File: config.mk
export PLATFORM = sky130hd
export DESIGN_NAME = fpa_div_cell
export DESIGN_NICKNAME = d
export VERILOG_FILES = /design/src/fpa_pkg.sv /design/src/fpa_div_cell.sv
export SDC_FILE = /design/constraint.sdc
export NUM_CORES = 1
export LEC_CHECK = 0
export ABC_AREA = 1
export BUFFER_PORTS_ARGS = -buffer_cell sky130_fd_sc_hd__buf_2
export CORE_MARGIN = 10
export CORE_UTILIZATION = 45
export CTS_BUF_LIST = sky130_fd_sc_hd__clkbuf_4
export CTS_CLUSTER_SIZE = 12
export DETAILED_ROUTE_END_ITERATION = 8
export GPL_ROUTABILITY_DRIVEN = 0
export PLACE_DENSITY = 0.76
export SLEW_MARGIN = 10
export SYNTH_ARGS = -nofsm -noshare
export SYNTH_HDL_FRONTEND = slang
export SYNTH_SLANG_ARGS = --single-unit
File: constraint.sdc
create_clock -name i_clk -period 2.2 [get_ports i_clk]
set_input_delay 0.33 -clock i_clk [delete_from_list [all_inputs] [get_ports i_clk]]
set_output_delay 0.33 -clock i_clk [all_outputs]
set_load 0.005 [all_outputs]
File: src/fpa_pkg.sv
package fpa_pkg;

    localparam int DivBits = 32;
    localparam int AngBits = 16;
    localparam int PolySteps = 7;

    localparam logic [31:0] PolyInit = 32'h0000_00A9;
    localparam logic [15:0] AngHalf = 16'h8000;
    localparam logic [15:0] AngQuarter = 16'h4000;
    localparam logic [15:0] AngThreeQ = 16'hC000;

    // Side information that travels with each transaction through the pipe.
    typedef struct packed {
        logic       neg;      // quotient must be negated
        logic       swap;     // |y| > |x|: result is quarter turn minus atan
        logic       half;     // add a half turn
        logic       fixed;    // axis case, angle is given by fix_ang
        logic [15:0] fix_ang;
    } t_side;

    function automatic logic [31:0] poly_coef(input logic [2:0] idx);
        logic [31:0] c;
        begin
            case (idx)
                3'd0: c = 32'h0000_0390;
                3'd1: c = 32'h0000_091C;
                3'd2: c = 32'h0000_0FB6;
                3'd3: c = 32'h0000_16AA;
                3'd4: c = 32'h0000_2081;
                3'd5: c = 32'h0000_3651;
                3'd6: c = 32'h0000_A2F9;
                default: c = 32'h0000_0000;
            endcase
            return c;
        end
    endfunction

endpackage

File: src/fpa_div_cell.sv
// One restoring step of the unsigned divide: brings in one numerator bit.
module fpa_div_cell (
    input  logic        i_clk,
    input  logic        i_rst_n,
    input  logic        i_en,
    input  logic        i_vld,
    input  logic [31:0] i_rem,
    input  logic [31:0] i_num,
    input  logic [31:0] i_den,
    input  fpa_pkg::t_side i_side,
    output logic        o_vld,
    output logic [31:0] o_rem,
    output logic [31:0] o_num,
    output logic [31:0] o_den,
    output fpa_pkg::t_side o_side
);
    logic [32:0] w_trial;
    logic [32:0] w_diff;

    assign w_trial = {i_rem, i_num[31]};
    assign w_diff = w_trial - {1'b0, i_den};

    always_ff @(posedge i_clk) begin
        if (!i_rst_n) begin
            o_vld <= 1'b0;
        end else if (i_en) begin
            o_vld <= i_vld;
        end
    end

    // The numerator shifts left; its freed low bits collect quotient bits.
    always_ff @(posedge i_clk) begin
        if (i_en) begin
            if (!w_diff[32]) begin
                o_rem <= w_diff[31:0];
                o_num <= {i_num[30:0], 1'b1};
            end else begin
                o_rem <= w_trial[31:0];
                o_num <= {i_num[30:0], 1'b0};
            end
            o_den <= i_den;
            o_side <= i_side;
        end
    end
endmodule

Word level (Yosys, flattened, before mapping)
Cells that the tools add are included.
Word-level totals
  bits in registers: 117
  output and inout bits: 117
  logic and storage cells: 12
Cells by class
  add/subtract/negate cells: 1
  mux-type cells: 2
Operators by type and width (number)
  $sub 33x32->33: 1
  $mux 32: 1
  $mux 1: 1

Depth between registers and ports, before layout
Gate-level depths: netlist of the first run.
  word-level depth: 2
  mapped depth: 17

Worst setup path after synthesis of the first run
Ideal clock, no wire load.
  path type: in2reg
  start point: input port i_num[31]
  end point: register o_rem[19], data pin
  library setup time: 0.252 ns
  arrival: 1.929 ns
  path slack: 0.019 ns
  stages: 16
  cell sequence: inv_1 > ha_1 > fa_1 > inv_1 > nand2_1 > nand2_1 > nand3_1 > nand2_2 > nand2_1 > nand2_2 > nand2_2 > nand3_1 > nand2_4 > buf_4 > nand2_1 > nand2_1
On the way
  cells in the longest elaborated chain, start to end: 2
Ends and longest elaborated chain
  start: declaration: line fpa_div_cell.sv:8  | input logic [31:0] i_num,
  $sub 33x32->33: line fpa_div_cell.sv:21  | assign w_diff = w_trial - {1'b0, i_den};
  $mux 32: line fpa_div_cell.sv:34  | if (!w_diff[32]) begin
  end signal: assignment: line fpa_div_cell.sv:35  | o_rem <= w_diff[31:0];
  end signal: assignment: line fpa_div_cell.sv:38  | o_rem <= w_trial[31:0];
  end: declaration: line fpa_div_cell.sv:12  | output logic [31:0] o_rem,
No other way between the ends.
A chain may end at the register's enable or synchronous reset.

Final worst setup path of the first run
  start point: input port i_den[7]
  end point: register o_rem[14], data pin
On the way
  cells in the longest elaborated chain, start to end: 2
Ends and longest elaborated chain
  start: declaration: line fpa_div_cell.sv:9  | input logic [31:0] i_den,
  $sub 33x32->33: line fpa_div_cell.sv:21
  $mux 32: line fpa_div_cell.sv:34
No other way between the ends.

==> impl_metrics.tcl, run 1 <==
set metrics [dict create \
    synth_mux_area_share_pct 0 \
    relSlewSlack_pct 73.2 \
    timing.fmax_ghz 0.451 \
    syn2layout_area_growth_pct 55.4 \
    finClkSkew_ns 0 \
    p_leak_nw 5.34 \
    fin_util_pct 71.3 \
    antenna_left 0 \
    grt_max_degree 50 \
    yosysWarnings 0 \
    netlist_area_um2 6670 \
    first_iter_violations 497 \
    synth_edf_count 116 \
    coreArea_um2 14500 \
    ys_ff_latch 117 \
    antenna_found_initial 2 \
    port-buffer-count 236 \
    status "finished with violations" \
    first_global_vias 6688 \
    synthTopCellsByArea "edfxtp_1 (52%), nand2_1 (19%), inv_1 (8.8%)" \
    rows 44 \
    grt_overflow 0 \
    synth_top_family_by_area "simple AND/OR/NAND/NOR gates" \
    finalCritPeriodShare_pct 101 \
    synthSimpleGateAreaFrac_pct 26.5 \
    ir_worst_vdd_mv 0.331 \
    setup_viol 2 \
    synth_commonest_cells "nand2_1 (333), inv_1 (156), edfxtp_1 (116)" \
    die-area_um2 20100 \
    fin_nets 1364 \
    power_density_nw_per_um2 604 \
    tightest_slew_ns 0.402 \
    ys.flop_type "edfxtp_1" \
    critical_path_arrival_ns 2.53 \
    synthAdderAreaFrac_pct 6.30 \
    wirelength_um 23900 \
    drtPass1Iterations 6 \
    cp_cell_sequence "dlygate4sd3_1, buf_2, inv_2, ha_4, nand2_2, nand2_2, a21oi_2, nand2_2, nand2_2, nand2_2, nand2_4, nand2_8, nand2_8, nand2_8, nand2_2, nand2_1" \
    clock_latency_ns 0.54 \
    drive_above_1_share_pct 36.3 \
    critPathKind "in2reg" \
    cts_sinks 117 \
    num_io_pins 237 \
    seq_area_frac_synth_pct 52.5 \
    failed_checks "setup timing" \
    avgRoutedWirePerCell_um 17.0 \
    yosysMostFrequentCell "nand2_1" \
    cts_tree "done" \
    viasPerCell 4.84 \
    clk_path_buf_depth 2 \
    slew_violations 0 \
    fp.dieH_um 142 \
    hold_ws_ns 0.0530 \
    avgSynthCellArea_um2 8.34 \
    fin_setup_tns_ns -0.0191 \
    dpl.cell_count 1284 \
    synth_top_area_share_pct 52.2 \
    required_ns 2.51 \
    h-tree-depth 4 \
    worst_slack_ns -0.0187 \
    cts.clk_slew.worst_paths_ns 0.12 \
    ys_types 27 \
    stdcell_count 1409 \
    cts_inserted_buffers 17 \
    maxCapViolations 0 \
    cp_max_fo 8 \
    hpwlAfterDp_um 16500 \
    yosysTopAreaCell "edfxtp_1" \
    hp-class "in2reg" \
    grt_pass1_wl_um 33500 \
    cpPeakStageDelay_ns 0.53 \
    start_util_pct 45.9 \
    endpoint_kind "flip-flop" \
    synthCells 800 \
    drcViolationCount 0 \
    cp_num_buf_inv 3 \
    die_width_um 142 \
    crit_path_frequent_cell "nand2_2" \
    rsz0062_at_grt "yes" \
    synth_nets 953 \
    slowest_stage "dlygate4sd3_1" \
    via_count 6820 \
    root_buffer "clkbuf_4" \
    critPathTopFamily "simple AND/OR/NAND/NOR gates" \
    track_usage_pct 21.0 \
    synth_xor_area_share_pct 1.97 \
    ys_async_sr_fraction_pct 0 \
    synth_compound_area_share_pct 3.00 \
    post-place-ws_ns -0.278 \
    startpoint_type "input port" \
    period_needed_ns 2.22 \
    hold_viol 0 \
]
[through the flow]
step                power, mW  instance area [um2]
finish                   6.26                10400
global route             6.61                10400
CTS                      6.03                 9710
detailed placement       4.31                 8580
global placement         4.28                 8580
floorplan                3.55                 6670
[worst paths after layout]
path	start	to	slack (ns)	depth (start not counted)
worst max-delay path	i_den[7]	o_rem[14]$_DFFE_PP_	-0.02	16
worst min-delay path	i_num[31]	o_rem[0]$_DFFE_PP_	0.05	3
worst max register to register	o_vld$_SDFFE_PN0P_	o_vld$_SDFFE_PN0P_	0.97	3
worst min register to register	o_vld$_SDFFE_PN0P_	o_vld$_SDFFE_PN0P_	1.14	3
[area by class of cell]
cell class | count | area, um2
Tap cell | 184 | 230
Inverter | 158 | 593
Clock inverter | 15 | 158
Clock buffer | 17 | 128
Antenna cell | 1 | 2.50
Fill cell | 1076 | 4170
Multi-Input combinational cell | 525 | 3130
Timing Repair Buffer | 392 | 2620
Sequential cell | 117 | 3500
[metal layers]
| layer | wire length (um) | vias up | global-route usage [%] |
|---|---|---|---|
| met3 | 2450 | 45 | 7.18 |
| met5 | 40 | - | 0 |
| met2 | 11800 | 320 | 35.8 |
| met1 | 9140 | 3110 | 23.8 |
| met4 | 518 | 4 | 7.32 |
| li1 | - | 3341 | - |
[worst register-to-register path: stages, from the launching register on]
cell,delay [ns]
dfxtp_1,0.33
o21ai_0,0.17
a21oi_1,0.06
dlygate4sd3_1,0.57
[placed cells by master, fill, tap and decap left out, types with 4 or more instances in the layout]
cell type	Yosys	final
a21oi_2	2	6
nand4_1	8	8
a21oi_1	25	20
nand2_1	333	296
inv_2	2	11
and2_1	4	4
ha_4	0	19
buf_4	3	71
clkbuf_4	0	17
nand2_8	0	8
edfxtp_1	116	116
xor2_1	14	14
nand2_4	2	8
ha_1	32	13
nor2_1	38	32
buf_2	0	232
o21bai_1	7	7
inv_1	156	147
nor2_2	1	5
dlygate4sd3_1	0	84
nand3_1	31	26
nand2_2	8	37
clkinv_4	0	5
[registers in the layout (all words and copies together), names as in the netlist]
register  count
o_rem        32
o_num        32
o_den        32
o_vld         1
o_side       20
[timing repair]
item | 4_1_cts | 5_1_grt
hold endpoints to repair | 84 | 0
setup buffers | 0 | 4
resized for setup | 0 | 111
hold buffers | 85 | 0
setup endpoints to repair | 0 | 33
[power breakdown]
part	switching (mW)	internal, mW	leakage, nW	total, mW
registers	0.0548	2.71	1.14	2.77
clock network	0.903	0.678	0.146	1.58
logic	1.05	0.861	4.05	1.91
total	2.01	4.25	5.34	6.26
[logic make-up (layout without fill, tap and decap cells)]
logic type / Yosys count / after routing
XOR/XNOR: 15 / 15
AO/OA/AOI/OAI: 35 / 35
AND/OR/NAND/NOR: 436 / 442
buffers and inverters: 164 / 582
other: 0 / 1
flip-flops: 117 / 117
adder cells (fa/ha/maj): 33 / 33
No activity file was read; power rests on OpenSTA's default activity.
==> run 2, diff against run 1 <==
--- a/config.mk
+++ b/config.mk
@@ -13,7 +13,8 @@
 export CTS_CLUSTER_SIZE = 12
 export DETAILED_ROUTE_END_ITERATION = 8
 export GPL_ROUTABILITY_DRIVEN = 0
-export PLACE_DENSITY = 0.76
+export HOLD_SLACK_MARGIN = 0.08
+export PLACE_DENSITY = 0.73
 export SLEW_MARGIN = 10
 export SYNTH_ARGS = -nofsm -noshare
 export SYNTH_HDL_FRONTEND = slang
==> constraint.sdc (replaced) <==
create_clock -name i_clk -period 2.52 [get_ports i_clk]
set_input_delay 0.378 -clock i_clk [delete_from_list [all_inputs] [get_ports i_clk]]
set_output_delay 0.378 -clock i_clk [all_outputs]
set_load 0.005 [all_outputs]
==> run 2 against run 1 <==
The flow now finishes without violations; critical path depth stayed put; register-to-register slack better by 0.32 ns; flip-flop and latch count stayed put; largest cell class unchanged.
==> impl_metrics.tcl, run 2 (synthesis gave the netlist of run 1 again) <==
set metrics [dict create \
    status "completed" \
    start_util_pct 45.9 \
    first_global_vias 6405 \
    antenna_left 0 \
    power_density_nw_per_um2 566 \
    drive_above_1_share_pct 26.5 \
    cp_max_fo 8 \
    grt_overflow 0 \
    dpl.cell_count 1221 \
    rows 44 \
    finClkSkew_ns 0 \
    clock_latency_ns 0.52 \
    clk_path_buf_depth 2 \
    fin_util_pct 65.5 \
    timing.fmax_ghz 0.410 \
    slowest_stage "dlygate4sd3_1" \
    cts_sinks 117 \
    syn2layout_area_growth_pct 42.6 \
    setup_viol 0 \
    tightest_slew_ns 0.666 \
    cts_tree "done" \
    track_usage_pct 21.2 \
    fin_nets 1304 \
    stdcell_count 1348 \
    avgRoutedWirePerCell_um 16.8 \
    critPathKind "in2reg" \
    grt_pass1_wl_um 33700 \
    design_area_um2 9510 \
    coreArea_um2 14500 \
    port-buffer-count 236 \
    fp.dieH_um 142 \
    hpwlAfterDp_um 15900 \
    period_needed_ns 2.44 \
    ir_worst_vdd_mv 0.263 \
    hp-class "in2reg" \
    required_ns 2.81 \
    hold_viol 0 \
    wirelength_um 22600 \
    cts.clk_slew.worst_paths_ns 0.11 \
    num_io_pins 237 \
    viasPerCell 4.79 \
    die_width_um 142 \
    finalCritPeriodShare_pct 96.8 \
    die-area_um2 20100 \
    antenna_found_initial 1 \
    final_cell_mix "nand2_1 (331), buf_2 (235), inv_1 (155)" \
    slew_violations 0 \
    cts_inserted_buffers 17 \
    critical_path_arrival_ns 2.73 \
    first_iter_violations 629 \
    top_regs "o_den (32), o_num (32), o_rem (32)" \
    crit_path_frequent_cell "nand2_1" \
    endpoint_kind "flip-flop" \
    root_buffer "clkbuf_4" \
    grt_max_degree 119 \
    via_count 6453 \
    placedInstanceArea_um2 8090 \
    layout_commonest_cell "nand2_1" \
    drtPass1Iterations 6 \
    cpPeakStageDelay_ns 0.54 \
    insertedDiodeCount 0 \
    relSlewSlack_pct 55.6 \
    startpoint_type "input port" \
    cp_cell_sequence "dlygate4sd3_1, buf_2, ha_2, fa_2, inv_2, nand2_1, nand2_1, nand3_1, nand2_2, nand2_1, nand2_2, nand2_4, nand3_4, nand2_8, nand2_1, nand2_1" \
    drcViolationCount 0 \
    p_leak_nw 5.01 \
    maxCapViolations 0 \
    h-tree-depth 4 \
]
[run 2: final timing paths]
| kind | startpoint | to | slack, ns | cells after the start |
|---|---|---|---|---|
| setup / recovery | i_den[0] | o_rem[18]$_DFFE_PP_ | 0.08 | 16 |
| hold / removal | i_rem[8] | o_rem[9]$_DFFE_PP_ | 0.13 | 3 |
| setup reg to reg | o_vld$_SDFFE_PN0P_ | o_vld$_SDFFE_PN0P_ | 1.29 | 3 |
| hold reg to reg | o_vld$_SDFFE_PN0P_ | o_vld$_SDFFE_PN0P_ | 1.11 | 3 |
[run 2: per-stage QoR]
step	worst slack (ns)	hold slack [ns]	setup TNS [ns]	power (mW)
finish	0.0795	0.125	0	5.39
global route	-0.0174	0.0804	-0.0469	5.70
CTS	0.0227	0.0817	0	5.32
detailed placement	-0.0601	0.553	-0.893	3.62
global placement	0.0618	0.524	0	3.60
floorplan	0.291	0.471	0	3.10
[run 2: timing repair]
| item | in CTS | in global routing |
|---|---|---|
| hold buffers | 88 | 0 |
| setup buffers | 0 | 2 |
| hold endpoints to repair | 87 | 0 |
| endpoints found under the setup margin | 0 | 33 |
| resized for setup | 0 | 25 |
[run 2: power by group]
part	internal [mW]	total, mW	leakage [nW]	switching (mW)
clock network	0.810	1.59	0.171	0.781
registers	2.37	2.42	1.14	0.0475
logic	0.570	1.38	3.70	0.813
[run 2: routing by layer]
metal	GRT usage, %	part of all wire [%]
met1	25.1	40
met2	36.4	48
met3	6.48	9.9
met4	5.22	2.4
met5	0	0.058
[run 2: layout make-up]
| cell class | instances | area [um2] |
|---|---|---|
| flip-flops and latches | 117 | 3500 |
| inverters | 158 | 593 |
| well taps | 184 | 230 |
| fillers | 1259 | 5020 |
| repair buffers | 333 | 2140 |
| clock inverters | 14 | 200 |
| clock buffers | 18 | 135 |
| multi-input cells | 524 | 2710 |
[run 2: critical path, delay by kind of cell]
family	cells	cell delay, ns
adder cells (fa/ha/maj)	2	0.56
AND/OR/NAND/NOR	11	1.05
buffers and inverters	3	0.74
==> run 3, diff against run 2 <==
--- a/config.mk
+++ b/config.mk
@@ -14,6 +14,7 @@
 export DETAILED_ROUTE_END_ITERATION = 8
 export GPL_ROUTABILITY_DRIVEN = 0
 export HOLD_SLACK_MARGIN = 0.08
+export MAX_ROUTING_LAYER = met4
 export PLACE_DENSITY = 0.73
 export SLEW_MARGIN = 10
 export SYNTH_ARGS = -nofsm -noshare
==> run 3 against run 2 <==
Clock power is essentially flat; first-iteration DRC count shrank 7.2%; fmax shrank 1.1%; die area is the same; combinational power is essentially flat.
==> impl_metrics.tcl, run 3 (synthesis gave the netlist of run 1 again) <==
set metrics [dict create \
    status "completed" \
    p_sw_share_pct 30.5 \
    worstSetupPathDepth 16 \
    ir_worst_vdd_mv 0.258 \
    finalCritPeriodShare_pct 97.9 \
    switchingPower_mw 1.64 \
    hpwlAfterDp_um 15900 \
    num_io_pins 237 \
    critical_path_arrival_ns 2.88 \
    die-area_um2 20100 \
    power_density_nw_per_um2 565 \
    pwr-share-seq_pct 44.8 \
    p_leak_nw 5.02 \
    cts.clk_slew.worst_paths_ns 0.12 \
    fin_nets 1307 \
    worst_hold_path.num_cells 3 \
    grt_max_degree 119 \
    drtPass1Iterations 5 \
    required_ns 2.94 \
    cts_sinks 117 \
    via_count 6485 \
    clk_path_buf_depth 2 \
    post-place-ws_ns -0.0601 \
    slew_violations 0 \
    startpoint_type "input port" \
    grtUsageMet2_pct 36.4 \
    hold_viol 0 \
    use_met3_pct 5.81 \
    p_clk_share_pct 29.5 \
    h-tree-depth 4 \
    maxCapViolations 0 \
    p_int_mw 3.75 \
    clock_latency_ns 0.53 \
    slowest_stage "dlygate4sd3_1" \
    period_needed_ns 2.47 \
    cts_inserted_buffers 17 \
    cp_num_buf_inv 5 \
    critPathTopFamily "buffers and inverters" \
    cts_tree "done" \
    multi_input_area_um2 2710 \
    viasPerCell 4.80 \
    combinationalPowerShare_pct 25.7 \
    grt_pass1_wl_um 33700 \
    tightest_slew_ns 0.656 \
    cp_max_fo 8 \
    placedInstanceArea_um2 8090 \
    critPathKind "in2reg" \
    first_global_vias 6423 \
    timing.fmax_ghz 0.405 \
    r2r_cells 3 \
    cpPeakStageDelay_ns 0.54 \
    drive_above_1_share_pct 26.0 \
    setup_viol 0 \
    endpoint_kind "flip-flop" \
    root_buffer "clkbuf_4" \
    grt_overflow 0 \
    first_iter_violations 584 \
    top_regs "o_den (32), o_num (32), o_rem (32)" \
    die_width_um 142 \
    design_area_um2 9550 \
    port-buffer-count 236 \
    finClkSkew_ns 0 \
    layout_commonest_cell "nand2_1" \
    power.total_mw 5.39 \
    hp-class "in2reg" \
    wirelength_um 22500 \
    syn2layout_area_growth_pct 43.1 \
    relSlewSlack_pct 56.2 \
    busiest_layer "met2" \
    track_usage_pct 21.8 \
    regArea_um2 3500 \
    fp.dieH_um 142 \
    start_util_pct 45.9 \
    cp_cell_sequence "dlygate4sd3_1, buf_2, inv_1, ha_2, nand2_1, nand2_1, inv_1, nand2_1, nand2_1, nand2_1, a21oi_4, buf_4, nand3_4, nand2_4, nand2_1, nand2_1" \
    grt_use_met1_pct 25.8 \
    antenna_left 0 \
    antenna_found_initial 1 \
    final_cell_mix "nand2_1 (331), buf_2 (235), inv_1 (155)" \
    crit_path_frequent_cell "nand2_1" \
    coreArea_um2 14500 \
    drcViolationCount 0 \
    fin_setup_tns_ns 0 \
    avgRoutedWirePerCell_um 16.7 \
    fillers 1251 \
    worst_slack_ns 0.0532 \
    rows 44 \
]
run 3: changes by cell type in the layout (fill, tap and decap cells not counted), sizes merged:
cell	delta
dlygate4sd3	+4
buf	-1
diode	+1
run 3: worst min-delay path, cell delays in order:
cell and delay (ns):
buf_2 0.09, nand2_1 0.05, nand2_1 0.05
run 3: layer usage:
metal | routed length (um) | vias to the layer above
li1 | - | 3217
met1 | 9390 | 2940
met2 | 10900 | 290
met3 | 1810 | 38
met4 | 410 | 0
met5 | 0 | -
run 3: worst paths after layout:
check                          start             endpoint  slack [ns]
setup / recovery           i_den[19]  o_rem[14]$_DFFE_PP_        0.05
hold / removal              i_rem[3]   o_rem[4]$_DFFE_PP_        0.12
setup reg to reg  o_vld$_SDFFE_PN0P_   o_vld$_SDFFE_PN0P_        1.29
hold reg to reg   o_vld$_SDFFE_PN0P_   o_vld$_SDFFE_PN0P_        1.11
run 3: final cells by class:
cell class | count | area share [%]
Clock buffer | 18 | 1.42
Sequential cell | 117 | 36.7
Antenna cell | 1 | 0.0262
Clock inverter | 14 | 2.10
Inverter | 158 | 6.21
Timing Repair Buffer | 336 | 22.8
Multi-Input combinational cell | 524 | 28.3
Tap cell | 184 | 2.41
run 3: per-stage QoR:
stage,std cells,hold slack (ns),util [%]
3_5_place_dp,1221,0.553,55.7
6_report,1352,0.117,65.7
3_3_place_gp,1221,0.524,55.7
2_1_floorplan,800,0.471,-
5_1_grt,1352,0.0808,65.7
4_1_cts,1341,0.0817,64.0
run 3: power groups by stage:
| stage | logic, mW | clock network [mW] | registers [mW] |
|---|---|---|---|
| floorplan | 0.614 | 0 | 2.49 |
| global placement | 1.14 | 0 | 2.45 |
| detailed placement | 1.17 | 0 | 2.46 |
| CTS | 1.28 | 1.63 | 2.41 |
| global route | 1.55 | 1.73 | 2.44 |
| finish | 1.38 | 1.59 | 2.42 |
run 3: timing repair:
item	in CTS	in global routing
hold buffers	88	4
gates resized for setup	0	22
setup endpoints to repair	0	33
setup buffers	0	1
hold endpoints to repair	87	4
